--- src/rtl/mfa_pkg.sv ---
package mfa_pkg;

  // Fixed number format of every weight, feature, hidden value and score.
  localparam int VALUE_BITS = 16;
  localparam int FRAC_BITS  = VALUE_BITS - 4;
  localparam int SLOT_BITS  = 8;
  localparam int INDEX_BITS = 2;

  // Exact products, and an accumulator wide enough for 64 of them.
  // The wider clamp of the arithmetic can never be reached at this width.
  localparam int PROD_BITS = 2 * VALUE_BITS;
  localparam int ACC_BITS  = PROD_BITS + 7;

  // Command fields are sized for the largest supported network.
  localparam int ADDR_BITS = 12;
  localparam int UNIT_BITS = 6;
  localparam int TERM_BITS = 6;

  // Cycles between the last product of a layer and the first use of its results.
  localparam int DRAIN_CYCLES = 6;
  localparam int DRAIN_BITS   = 3;

  localparam longint unsigned ONE30 = 64'd1 << 30;

  typedef longint unsigned u64_t;

  typedef enum logic {
    OP_WEIGHT  = 1'b0,
    OP_FEATURE = 1'b1
  } op_t;

  typedef enum logic {
    LAYER_HIDDEN = 1'b0,
    LAYER_OUTPUT = 1'b1
  } layer_t;

  typedef enum logic [2:0] {
    ST_IDLE,
    ST_HIDDEN,
    ST_HDRAIN,
    ST_OUTPUT,
    ST_ODRAIN,
    ST_DONE
  } state_t;

  typedef struct packed {
    op_t                          op;
    logic [SLOT_BITS-1:0]         slot;
    logic signed [VALUE_BITS-1:0] value;
    logic                         last;
  } in_item_t;

  typedef struct packed {
    logic [INDEX_BITS-1:0]        best_index;
    logic signed [VALUE_BITS-1:0] best_score;
  } out_item_t;

  // Controller to datapath: one multiply-accumulate term per cycle plus
  // the input transfer and result load strobes.
  typedef struct packed {
    logic                 accept;
    logic                 load;
    logic                 issue;
    logic                 first;
    logic                 last;
    layer_t               layer;
    logic [ADDR_BITS-1:0] waddr;
    logic [TERM_BITS-1:0] oidx;
    logic [UNIT_BITS-1:0] unit;
  } cmd_t;

  // Tag that travels with each term down the datapath pipeline.
  typedef struct packed {
    logic                 valid;
    logic                 first;
    logic                 last;
    layer_t               layer;
    logic [UNIT_BITS-1:0] unit;
  } tag_t;

  // Restoring division, used only while building the tanh table.
  function automatic longint unsigned mfa_udiv(input longint unsigned n,
                                               input longint unsigned d);
    longint unsigned q;
    longint unsigned r;
    q = 0;
    r = 0;
    for (int b = 63; b >= 0; b--) begin
      r = {r[62:0], n[b]};
      if (r >= d) begin
        r    = r - d;
        q[b] = 1'b1;
      end
    end
    return q;
  endfunction

  // One tanh table entry: tanh at the lower edge of the bin, in fixed point.
  // e^-2a is built as (e^-(2a/32))^32 from a short Taylor series.
  function automatic logic signed [VALUE_BITS-1:0] tanh_entry(input longint unsigned idx,
                                                               input int tb);
    longint unsigned xo;
    longint unsigned a;
    longint unsigned z;
    longint unsigned term;
    longint unsigned ue;
    longint unsigned num;
    longint unsigned den;
    longint unsigned mag;
    longint unsigned half;
    longint          e;
    logic            neg;
    half = 64'd1 << (VALUE_BITS - 1);
    xo   = (idx << VALUE_BITS) >> tb;
    neg  = xo < half;
    a    = neg ? half - xo : xo - half;
    z    = (a << (31 - FRAC_BITS)) >> 5;
    term = ONE30;
    e    = longint'(ONE30);
    // Terms shrink to zero well before the last step for z up to one half.
    for (int k = 1; k < 20; k++) begin
      term = mfa_udiv((term * z) >> 30, u64_t'(k));
      if (k[0]) begin
        e = e - longint'(term);
      end else begin
        e = e + longint'(term);
      end
    end
    ue = u64_t'(e);
    for (int i = 0; i < 5; i++) begin
      ue = (ue * ue) >> 30;
    end
    num = ONE30 - ue;
    den = ONE30 + ue;
    mag = mfa_udiv((num << FRAC_BITS) + (den >> 1), den);
    return neg ? VALUE_BITS'(-mag) : VALUE_BITS'(mag);
  endfunction

endpackage

--- src/rtl/mfa_ctrl.sv ---
module mfa_ctrl #(
  parameter int FEAT_COUNT = 9,
  parameter int HID_COUNT  = 18,
  parameter int OUT_COUNT  = 3
) (
  input  logic           clk,
  input  logic           rst_n,
  input  logic           in_valid,
  input  mfa_pkg::op_t   in_op,
  input  logic           in_last,
  output logic           in_ready,
  output logic           out_valid,
  input  logic           out_ready,
  output mfa_pkg::cmd_t  cmd
);
  import mfa_pkg::*;

  localparam int WGT_TOTAL = FEAT_COUNT * HID_COUNT + HID_COUNT * OUT_COUNT;
  localparam int WAW = (WGT_TOTAL > 1) ? $clog2(WGT_TOTAL) : 1;
  localparam int MAX_UNIT = (HID_COUNT > OUT_COUNT) ? HID_COUNT : OUT_COUNT;
  localparam int MAX_TERM = (FEAT_COUNT > HID_COUNT) ? FEAT_COUNT : HID_COUNT;
  localparam int UW = (MAX_UNIT > 1) ? $clog2(MAX_UNIT) : 1;
  localparam int TW = (MAX_TERM > 1) ? $clog2(MAX_TERM) : 1;
  localparam logic [WAW-1:0] OUT_BASE = WAW'(FEAT_COUNT * HID_COUNT);

  state_t                state_r, state_nxt;
  logic [UW-1:0]         unit_r, unit_nxt;
  logic [TW-1:0]         term_r, term_nxt;
  logic [WAW-1:0]        addr_r, addr_nxt;
  logic [DRAIN_BITS-1:0] drain_r, drain_nxt;
  logic                  out_valid_r, out_valid_nxt;
  logic                  term_end;

  always_ff @(posedge clk) begin
    if (!rst_n) begin
      state_r     <= ST_IDLE;
      unit_r      <= '0;
      term_r      <= '0;
      addr_r      <= '0;
      drain_r     <= '0;
      out_valid_r <= 1'b0;
    end else begin
      state_r     <= state_nxt;
      unit_r      <= unit_nxt;
      term_r      <= term_nxt;
      addr_r      <= addr_nxt;
      drain_r     <= drain_nxt;
      out_valid_r <= out_valid_nxt;
    end
  end

  assign in_ready  = (state_r == ST_IDLE);
  assign out_valid = out_valid_r;

  // Sequencer: hidden layer input-major sweep, drain, output layer, drain, load.
  always_comb begin
    state_nxt  = state_r;
    unit_nxt   = unit_r;
    term_nxt   = term_r;
    addr_nxt   = addr_r;
    drain_nxt  = drain_r;
    term_end   = 1'b0;
    cmd        = '0;
    cmd.accept = in_valid && in_ready;
    cmd.waddr  = ADDR_BITS'(addr_r);
    cmd.oidx   = TERM_BITS'(term_r);
    cmd.unit   = UNIT_BITS'(unit_r);
    cmd.layer  = LAYER_HIDDEN;

    case (state_r)
      ST_IDLE: begin
        if (cmd.accept && (in_op == OP_FEATURE) && in_last) begin
          state_nxt = ST_HIDDEN;
          unit_nxt  = '0;
          term_nxt  = '0;
          addr_nxt  = '0;
        end
      end

      // Weight i*HID_COUNT+h: step by HID_COUNT along the inputs.
      ST_HIDDEN: begin
        term_end  = (term_r == TW'(FEAT_COUNT - 1));
        cmd.issue = 1'b1;
        cmd.first = (term_r == '0);
        cmd.last  = term_end;
        if (term_end) begin
          term_nxt = '0;
          if (unit_r == UW'(HID_COUNT - 1)) begin
            state_nxt = ST_HDRAIN;
            drain_nxt = '0;
          end else begin
            unit_nxt = unit_r + UW'(1);
            addr_nxt = WAW'(unit_r) + WAW'(1);
          end
        end else begin
          term_nxt = term_r + TW'(1);
          addr_nxt = addr_r + WAW'(HID_COUNT);
        end
      end

      ST_HDRAIN: begin
        drain_nxt = drain_r + DRAIN_BITS'(1);
        if (drain_r == DRAIN_BITS'(DRAIN_CYCLES - 1)) begin
          state_nxt = ST_OUTPUT;
          unit_nxt  = '0;
          term_nxt  = '0;
          addr_nxt  = OUT_BASE;
        end
      end

      // Weight base+h*OUT_COUNT+o: step by OUT_COUNT along the hidden units.
      ST_OUTPUT: begin
        term_end  = (term_r == TW'(HID_COUNT - 1));
        cmd.issue = 1'b1;
        cmd.first = (term_r == '0);
        cmd.last  = term_end;
        cmd.layer = LAYER_OUTPUT;
        if (term_end) begin
          term_nxt = '0;
          if (unit_r == UW'(OUT_COUNT - 1)) begin
            state_nxt = ST_ODRAIN;
            drain_nxt = '0;
          end else begin
            unit_nxt = unit_r + UW'(1);
            addr_nxt = OUT_BASE + WAW'(unit_r) + WAW'(1);
          end
        end else begin
          term_nxt = term_r + TW'(1);
          addr_nxt = addr_r + WAW'(OUT_COUNT);
        end
      end

      ST_ODRAIN: begin
        drain_nxt = drain_r + DRAIN_BITS'(1);
        if (drain_r == DRAIN_BITS'(DRAIN_CYCLES - 1)) begin
          state_nxt = ST_DONE;
        end
      end

      // Wait for the result register to be free.
      ST_DONE: begin
        if (!out_valid_r || out_ready) begin
          cmd.load  = 1'b1;
          state_nxt = ST_IDLE;
        end
      end

      default: begin
        state_nxt = ST_IDLE;
      end
    endcase
  end

  // Result valid: set by a load, cleared by a transfer.
  assign out_valid_nxt = cmd.load || (out_valid_r && !out_ready);

`ifndef ASSERT_OFF
  a_pass_start: assert property (@(posedge clk) disable iff (!rst_n)
    (in_valid && in_ready && (in_op == OP_FEATURE) && in_last) |=>
      (cmd.issue && cmd.first && (cmd.unit == '0) && (cmd.layer == LAYER_HIDDEN)))
    else $error("pass did not start on the marked feature");

  a_hidden_drain: assert property (@(posedge clk) disable iff (!rst_n)
    (cmd.issue && cmd.last && (cmd.layer == LAYER_HIDDEN) &&
     (cmd.unit == UNIT_BITS'(HID_COUNT - 1))) |=> !cmd.issue)
    else $error("output layer started before hidden results settled");

  a_load_valid: assert property (@(posedge clk) disable iff (!rst_n)
    cmd.load |=> out_valid_r)
    else $error("loaded result not offered");

  a_result_source: assert property (@(posedge clk) disable iff (!rst_n)
    $rose(out_valid_r) |-> $past(state_r == ST_DONE))
    else $error("result offered without a finished pass");
`endif

endmodule

--- config.mk ---
export PLATFORM = sky130hd
export DESIGN_NAME = mfa_ctrl
export DESIGN_NICKNAME = d
export VERILOG_FILES = /design/src/rtl/mfa_pkg.sv /design/src/rtl/mfa_ctrl.sv
export SDC_FILE = /design/constraint.sdc
export NUM_CORES = 1
export LEC_CHECK = 0
export BUFFER_PORTS_ARGS = -buffer_cell sky130_fd_sc_hd__buf_2
export CORE_AREA = 5 5 54 80
export CTS_BUF_LIST = sky130_fd_sc_hd__clkbuf_16
export DETAILED_ROUTE_END_ITERATION = 6
export DIE_AREA = 0 0 59 85
export HOLD_SLACK_MARGIN = 0.03
export PLACE_DENSITY = 0.9
export SKIP_LAST_GASP = 1
export SYNTH_ARGS = -nofsm -noshare
export SYNTH_HDL_FRONTEND = slang
export SYNTH_SLANG_ARGS = --single-unit
--- constraint.sdc ---
create_clock -name clk -period 3.5 [get_ports clk]
set_input_delay 0.175 -clock clk [delete_from_list [all_inputs] [get_ports clk]]
set_output_delay 0.175 -clock clk [all_outputs]
set_load 0.01 [all_outputs]
; Word-level counts from Yosys, hierarchy flattened
; Index checks and enable logic that the tools add are counted.
[op_classes]
muxes = 35
eq_ne = 22
n_reduce_logical = 18
addsub = 8
[op_table]
columns = operator, n
row1 = 8-bit two-way mux, 6
row2 = 5-bit two-way mux, 8
row3 = 5-bit case mux with 4 select lines, 2
row4 = 3-bit two-way mux, 12
row5 = 8-bit case mux with 4 select lines, 1
row6 = "2-bit != test, second input constant", 9
row7 = 3-bit case mux with 6 select lines, 1
row8 = "5-bit by 1-bit adder with 5-bit output, second input constant", 2
row9 = "5-bit equality test, second input constant", 2
row10 = 5-bit AND reduction, 2
row11 = "3-bit equality test, second input constant", 3
row12 = 3-bit case mux with 3 select lines, 1
row13 = "8-bit by 1-bit adder with 8-bit output, second input constant", 1
row14 = "8-bit by 2-bit adder with 8-bit output, second input constant", 1
row15 = "8-bit by 5-bit adder with 8-bit output, first input constant", 1
row16 = "8-bit by 5-bit adder with 8-bit output, second input constant", 1
row17 = 8-bit AND reduction, 1
row18 = 7-bit AND reduction, 1
row19 = "5-bit by 1-bit adder with 6-bit output, second input constant", 1
row20 = "3-bit by 2-bit equality test with 1-bit output, second input constant", 2
row21 = "3-bit != test, second input constant", 2
row22 = 3-bit case mux with 2 select lines, 1
row23 = "5-bit by 2-bit equality test with 1-bit output, second input constant", 1
row24 = "5-bit by 4-bit equality test with 1-bit output, second input constant", 1
row25 = 13 further kinds, 20
[totals]
input_bits = 6
word_cells = 89
output_inout_bits = 32
register_bits = 25

; Depth between registers and ports, before layout
[depth]
depth_word = 6
ltp_mapped = 8
ltp_nobuf = 7

; Worst setup path before layout
; OpenSTA, ideal clock, no wires.
[synth_timing]
kind = reg-to-reg
from = register term_r[1]
to = register addr_r[6]
stages_incl_launch_ff = 9
slack_ns = 1.699
arrival_time_ns = 1.681
synth_period_minus_slack_ns = 1.801
path_cell_list = dfxtp_1 > inv_1 > ha_1 > and4bb_1 > clkbuf_2 > nand3_2 > nand3_4 > o21a_1 > o31a_1
[synth_via]
elab_chain_cells = 3
word_cells_on_any_way = 8
classes_between = 4 x eq/ne / 3 x mux / 1 x reduce/logical
[synth_rtl]
columns = item, line
row1 = start: declaration, mfa_ctrl.sv:28  ; logic [TW-1:0] term_r, term_nxt;
row2 = start signal: assignment, mfa_ctrl.sv:45  ; term_r <= term_nxt;
row3 = 5-bit equality test or 5-bit by 4-bit equality test with 1-bit output (tied branches), "mfa_ctrl.sv:113, mfa_ctrl.sv:82"
row4 = "3-bit != test (no source line), or another cell as far along", --
row5 = 5-bit AND reduction (no source line) or 8-bit case mux with 4 select lines (tied branches), --
row6 = end signal: assignment, mfa_ctrl.sv:46  ; addr_r <= addr_nxt;
row7 = end: declaration, mfa_ctrl.sv:29  ; logic [WAW-1:0] addr_r, addr_nxt;
; Parallel ways exist; a longest one is shown, timed or not.
; A chain may end at the register's enable or synchronous reset.

; Worst setup path after layout
[layout_timing]
from = register state_r[0]
to = register addr_r[7]
[layout_via]
elab_chain_cells = 6
word_cells_on_any_way = 14
classes_between = 7 x eq/ne / 1 x mux / 6 x reduce/logical
[layout_rtl]
columns = item, line
row1 = start: declaration, mfa_ctrl.sv:26  ; state_t state_r, state_nxt;
row2 = start signal: assignment, mfa_ctrl.sv:43  ; state_r <= state_nxt;
row3 = 3-bit zero test, "mfa_ctrl.sv:52, mfa_ctrl.sv:70"
row4 = 1-bit logical AND, mfa_ctrl.sv:64  ; cmd.accept = in_valid && in_ready;
row5 = 1-bit logical AND (2 in a row), mfa_ctrl.sv:72  ; if (cmd.accept && (in_op == OP_FEATURE) && in_last) begin
row6 = 2-bit by 1-bit != test with 1-bit output (no source line), --
row7 = 5-bit AND reduction (no source line), --
; Parallel ways exist; a longest one is shown, timed or not.

==> impl_metrics.tcl <==
set metrics [dict create \
    hold_viol 0 \
    rsz0062_at_grt "no" \
    power_frac_seq 0.346 \
    grt_usage 0.212 \
    hold_class "in -> reg" \
    wirelength_um 5240 \
    slew_headroom 0.627 \
    p_comb_frac 0.394 \
    skew_ns 0.00528 \
    drt_iter0_drc 102 \
    coreArea_um2 3580 \
    final_area_um2 2240 \
    antenna_left 0 \
    antenna_cells 0 \
    internal_power_mw 0.610 \
    numClockSinks 25 \
    cts_setup_buffers 0 \
    grt_antenna_before_repair 0 \
    wl_per_cell_um 16.6 \
    fp-row-count 27 \
    ios 38 \
    start_util 0.573 \
    worstPathArrival_ns 2.31 \
    setup_violations 0 \
    cp_max_fo 14 \
    grt-ovfl-total 0 \
    powerDensity_nw_per_um2 445 \
    path_clk_slew_ns 0.07 \
    yosysUniqueCellTypes 62 \
    multi_input_area_um2 1410 \
    die_area_um2 5020 \
    outcome "completed" \
    area_growth_pct 9.33 \
    via_count 1935 \
    portBuffers 31 \
    fin_setup_tns_ns 0 \
    clockPowerShare 0.260 \
    gp_congestion 0.900 \
    power_leakage_nw 0.905 \
    critPathRequiredTime_ns 3.65 \
    cts_hold_buf 0 \
    fillCellCount 324 \
    drive_above_1_share 0.188 \
    syn_avg_cell_area_um2 8.11 \
    first_pass_iters 5 \
    yosys_warnings 0 \
    grt_first_pass_wirelength_um 8560 \
    grt_start_max_net_pins 27 \
    drv_cap 0 \
    numCtsBuffers 3 \
    synth-seq-area-share 0.244 \
    post-route-period-util 0.617 \
    clockBufferDepth 2 \
    p_sw_mw 0.388 \
    clock.fmax_mhz 463 \
    grt_pass1_vias 1857 \
    cts_max_level 1 \
    drv_slew 0 \
    synth_flop_cell "dfxtp_1" \
    syn_area_um2 2050 \
    startpoint_type "register" \
    clk_latency_ns 0.26 \
    nets 291 \
    viasPerCell 6.14 \
    die_w_um 59 \
    critical_path_class "reg -> reg" \
    dpl_cell_area_um2 2160 \
    synth-edff-count 0 \
    netlist_instances 253 \
    cts_tree "done" \
    crit_path_end_kind "register" \
    clock-root-buffer "clkbuf_16" \
    peakVddDrop_v 0.000488 \
    remaining_drc_errors 0 \
    max_slew.worst_pin.slew_ns 0.559 \
    async_flop_share 0 \
    dpl.hpwl_um 3740 \
    fin_crit_ns 2.16 \
    register_area_um2 500 \
    yosys_register_bits 25 \
    die_height_um 85 \
    cts_resized 0 \
    p_sw_frac 0.389 \
]
==> layer usage <==
layer	vias to the layer above	global-route usage	routed length, µm
met5	-	0	0
met4	0	0.101	178
met3	17	0.0244	230
met2	66	0.383	2800
met1	919	0.237	2030
li1	933	-	-
==> cell usage after synthesis (4+ instances only) <==
cell type,instances,area share
dfxtp_1,25,0.24
nand2_1,24,0.044
nor2_1,20,0.037
a21oi_1,15,0.037
o21ai_0,13,0.032
ha_1,12,0.073
xor2_1,12,0.051
inv_1,10,0.018
nand3_1,10,0.024
buf_4,7,0.026
clkbuf_1,7,0.013
nor2b_1,7,0.021
o2bb2ai_1,7,0.030
buf_2,5,0.012
o22ai_1,5,0.015
xnor2_1,5,0.021
and2_1,4,0.012
nand4_1,4,0.012
==> layout by cell type, fill, tap and decap left out, drive strengths merged, types with 10 or more instances in the layout <==
cell type and n:
dfxtp 25, nand2 24, xor2 12, ha 12, buf 32, inv 10
nand3 13, nor2 21, a21oi 15, o21ai 13
==> layout make-up <==
cell class / count / area share
Clock buffer: 3 / 0.0335
Clock inverter: 1 / 0.00223
Inverter: 10 / 0.0167
Multi-Input combinational cell: 201 / 0.628
Sequential cell: 25 / 0.223
Tap cell: 43 / 0.0240
Timing Repair Buffer: 32 / 0.0725
==> logic make-up (layout without fill, tap and decap cells) <==
kind of cell    count (synthesis)  after routing  share of synthesized area
compound gates                 70             70                      0.245
xor+xnor                       17             17                     0.0726
fa+ha+maj                      12             12                     0.0732
buf+inv                        32             46                     0.0787
flops                          25             25                      0.244
mux                             3              3                     0.0152
other cells                     1              6                    0.00183
simple gates                   93             93                      0.270
==> path summary, 6_finish.rpt <==
path | cells after the start | slack, ns | to | startpoint
setup / recovery | 6 | 1.34 | addr_r[7]$_SDFFE_PN0P_ | state_r[0]$_SDFFE_PN0P_
hold / removal | 3 | 0.25 | out_valid$_SDFF_PN0_ | out_ready
setup reg to reg | 6 | 1.34 | addr_r[7]$_SDFFE_PN0P_ | state_r[0]$_SDFFE_PN0P_
hold reg to reg | 2 | 0.54 | term_r[0]$_SDFFE_PN0P_ | term_r[0]$_SDFFE_PN0P_
==> per-stage QoR <==
stage | cells | hold WS [ns] | utilization | setup slack, ns | power, mW
6_report | 315 | 0.248 | 0.626 | 1.34 | 0.998
5_1_grt | 315 | 0.285 | 0.626 | 1.19 | 1.05
4_1_cts | 315 | 0.247 | 0.626 | 1.37 | 0.997
3_5_place_dp | 311 | 0.517 | 0.604 | 1.44 | 0.734
3_3_place_gp | 311 | 0.504 | 0.604 | 1.49 | 0.718
2_1_floorplan | 258 | 0.336 | - | 1.70 | 0.646
==> power groups by stage <==
stage                     logic (mW)  registers [mW]  clock network (mW)
final                          0.393           0.345               0.259
after global routing           0.429           0.350               0.272
after CTS                      0.391           0.345               0.262
after detailed placement       0.384           0.351                   0
after global placement         0.369           0.349                   0
after floorplan                0.317           0.329                   0
==> flip-flops by register name (all words and copies together), names as in the netlist <==
register,flops
state_r,3
addr_r,8
term_r,5
out_valid,1
drain_r,3
unit_r,5
==> worst max-delay path: stages (launching register included) <==
cell       delay, ns
dfxtp_1         0.62
buf_4           0.28
nor3b_2         0.40
nand3_1         0.23
nand3_1         0.28
o2bb2ai_1       0.12
o2bb2ai_1       0.12
(Power assumes the default switching activity.)
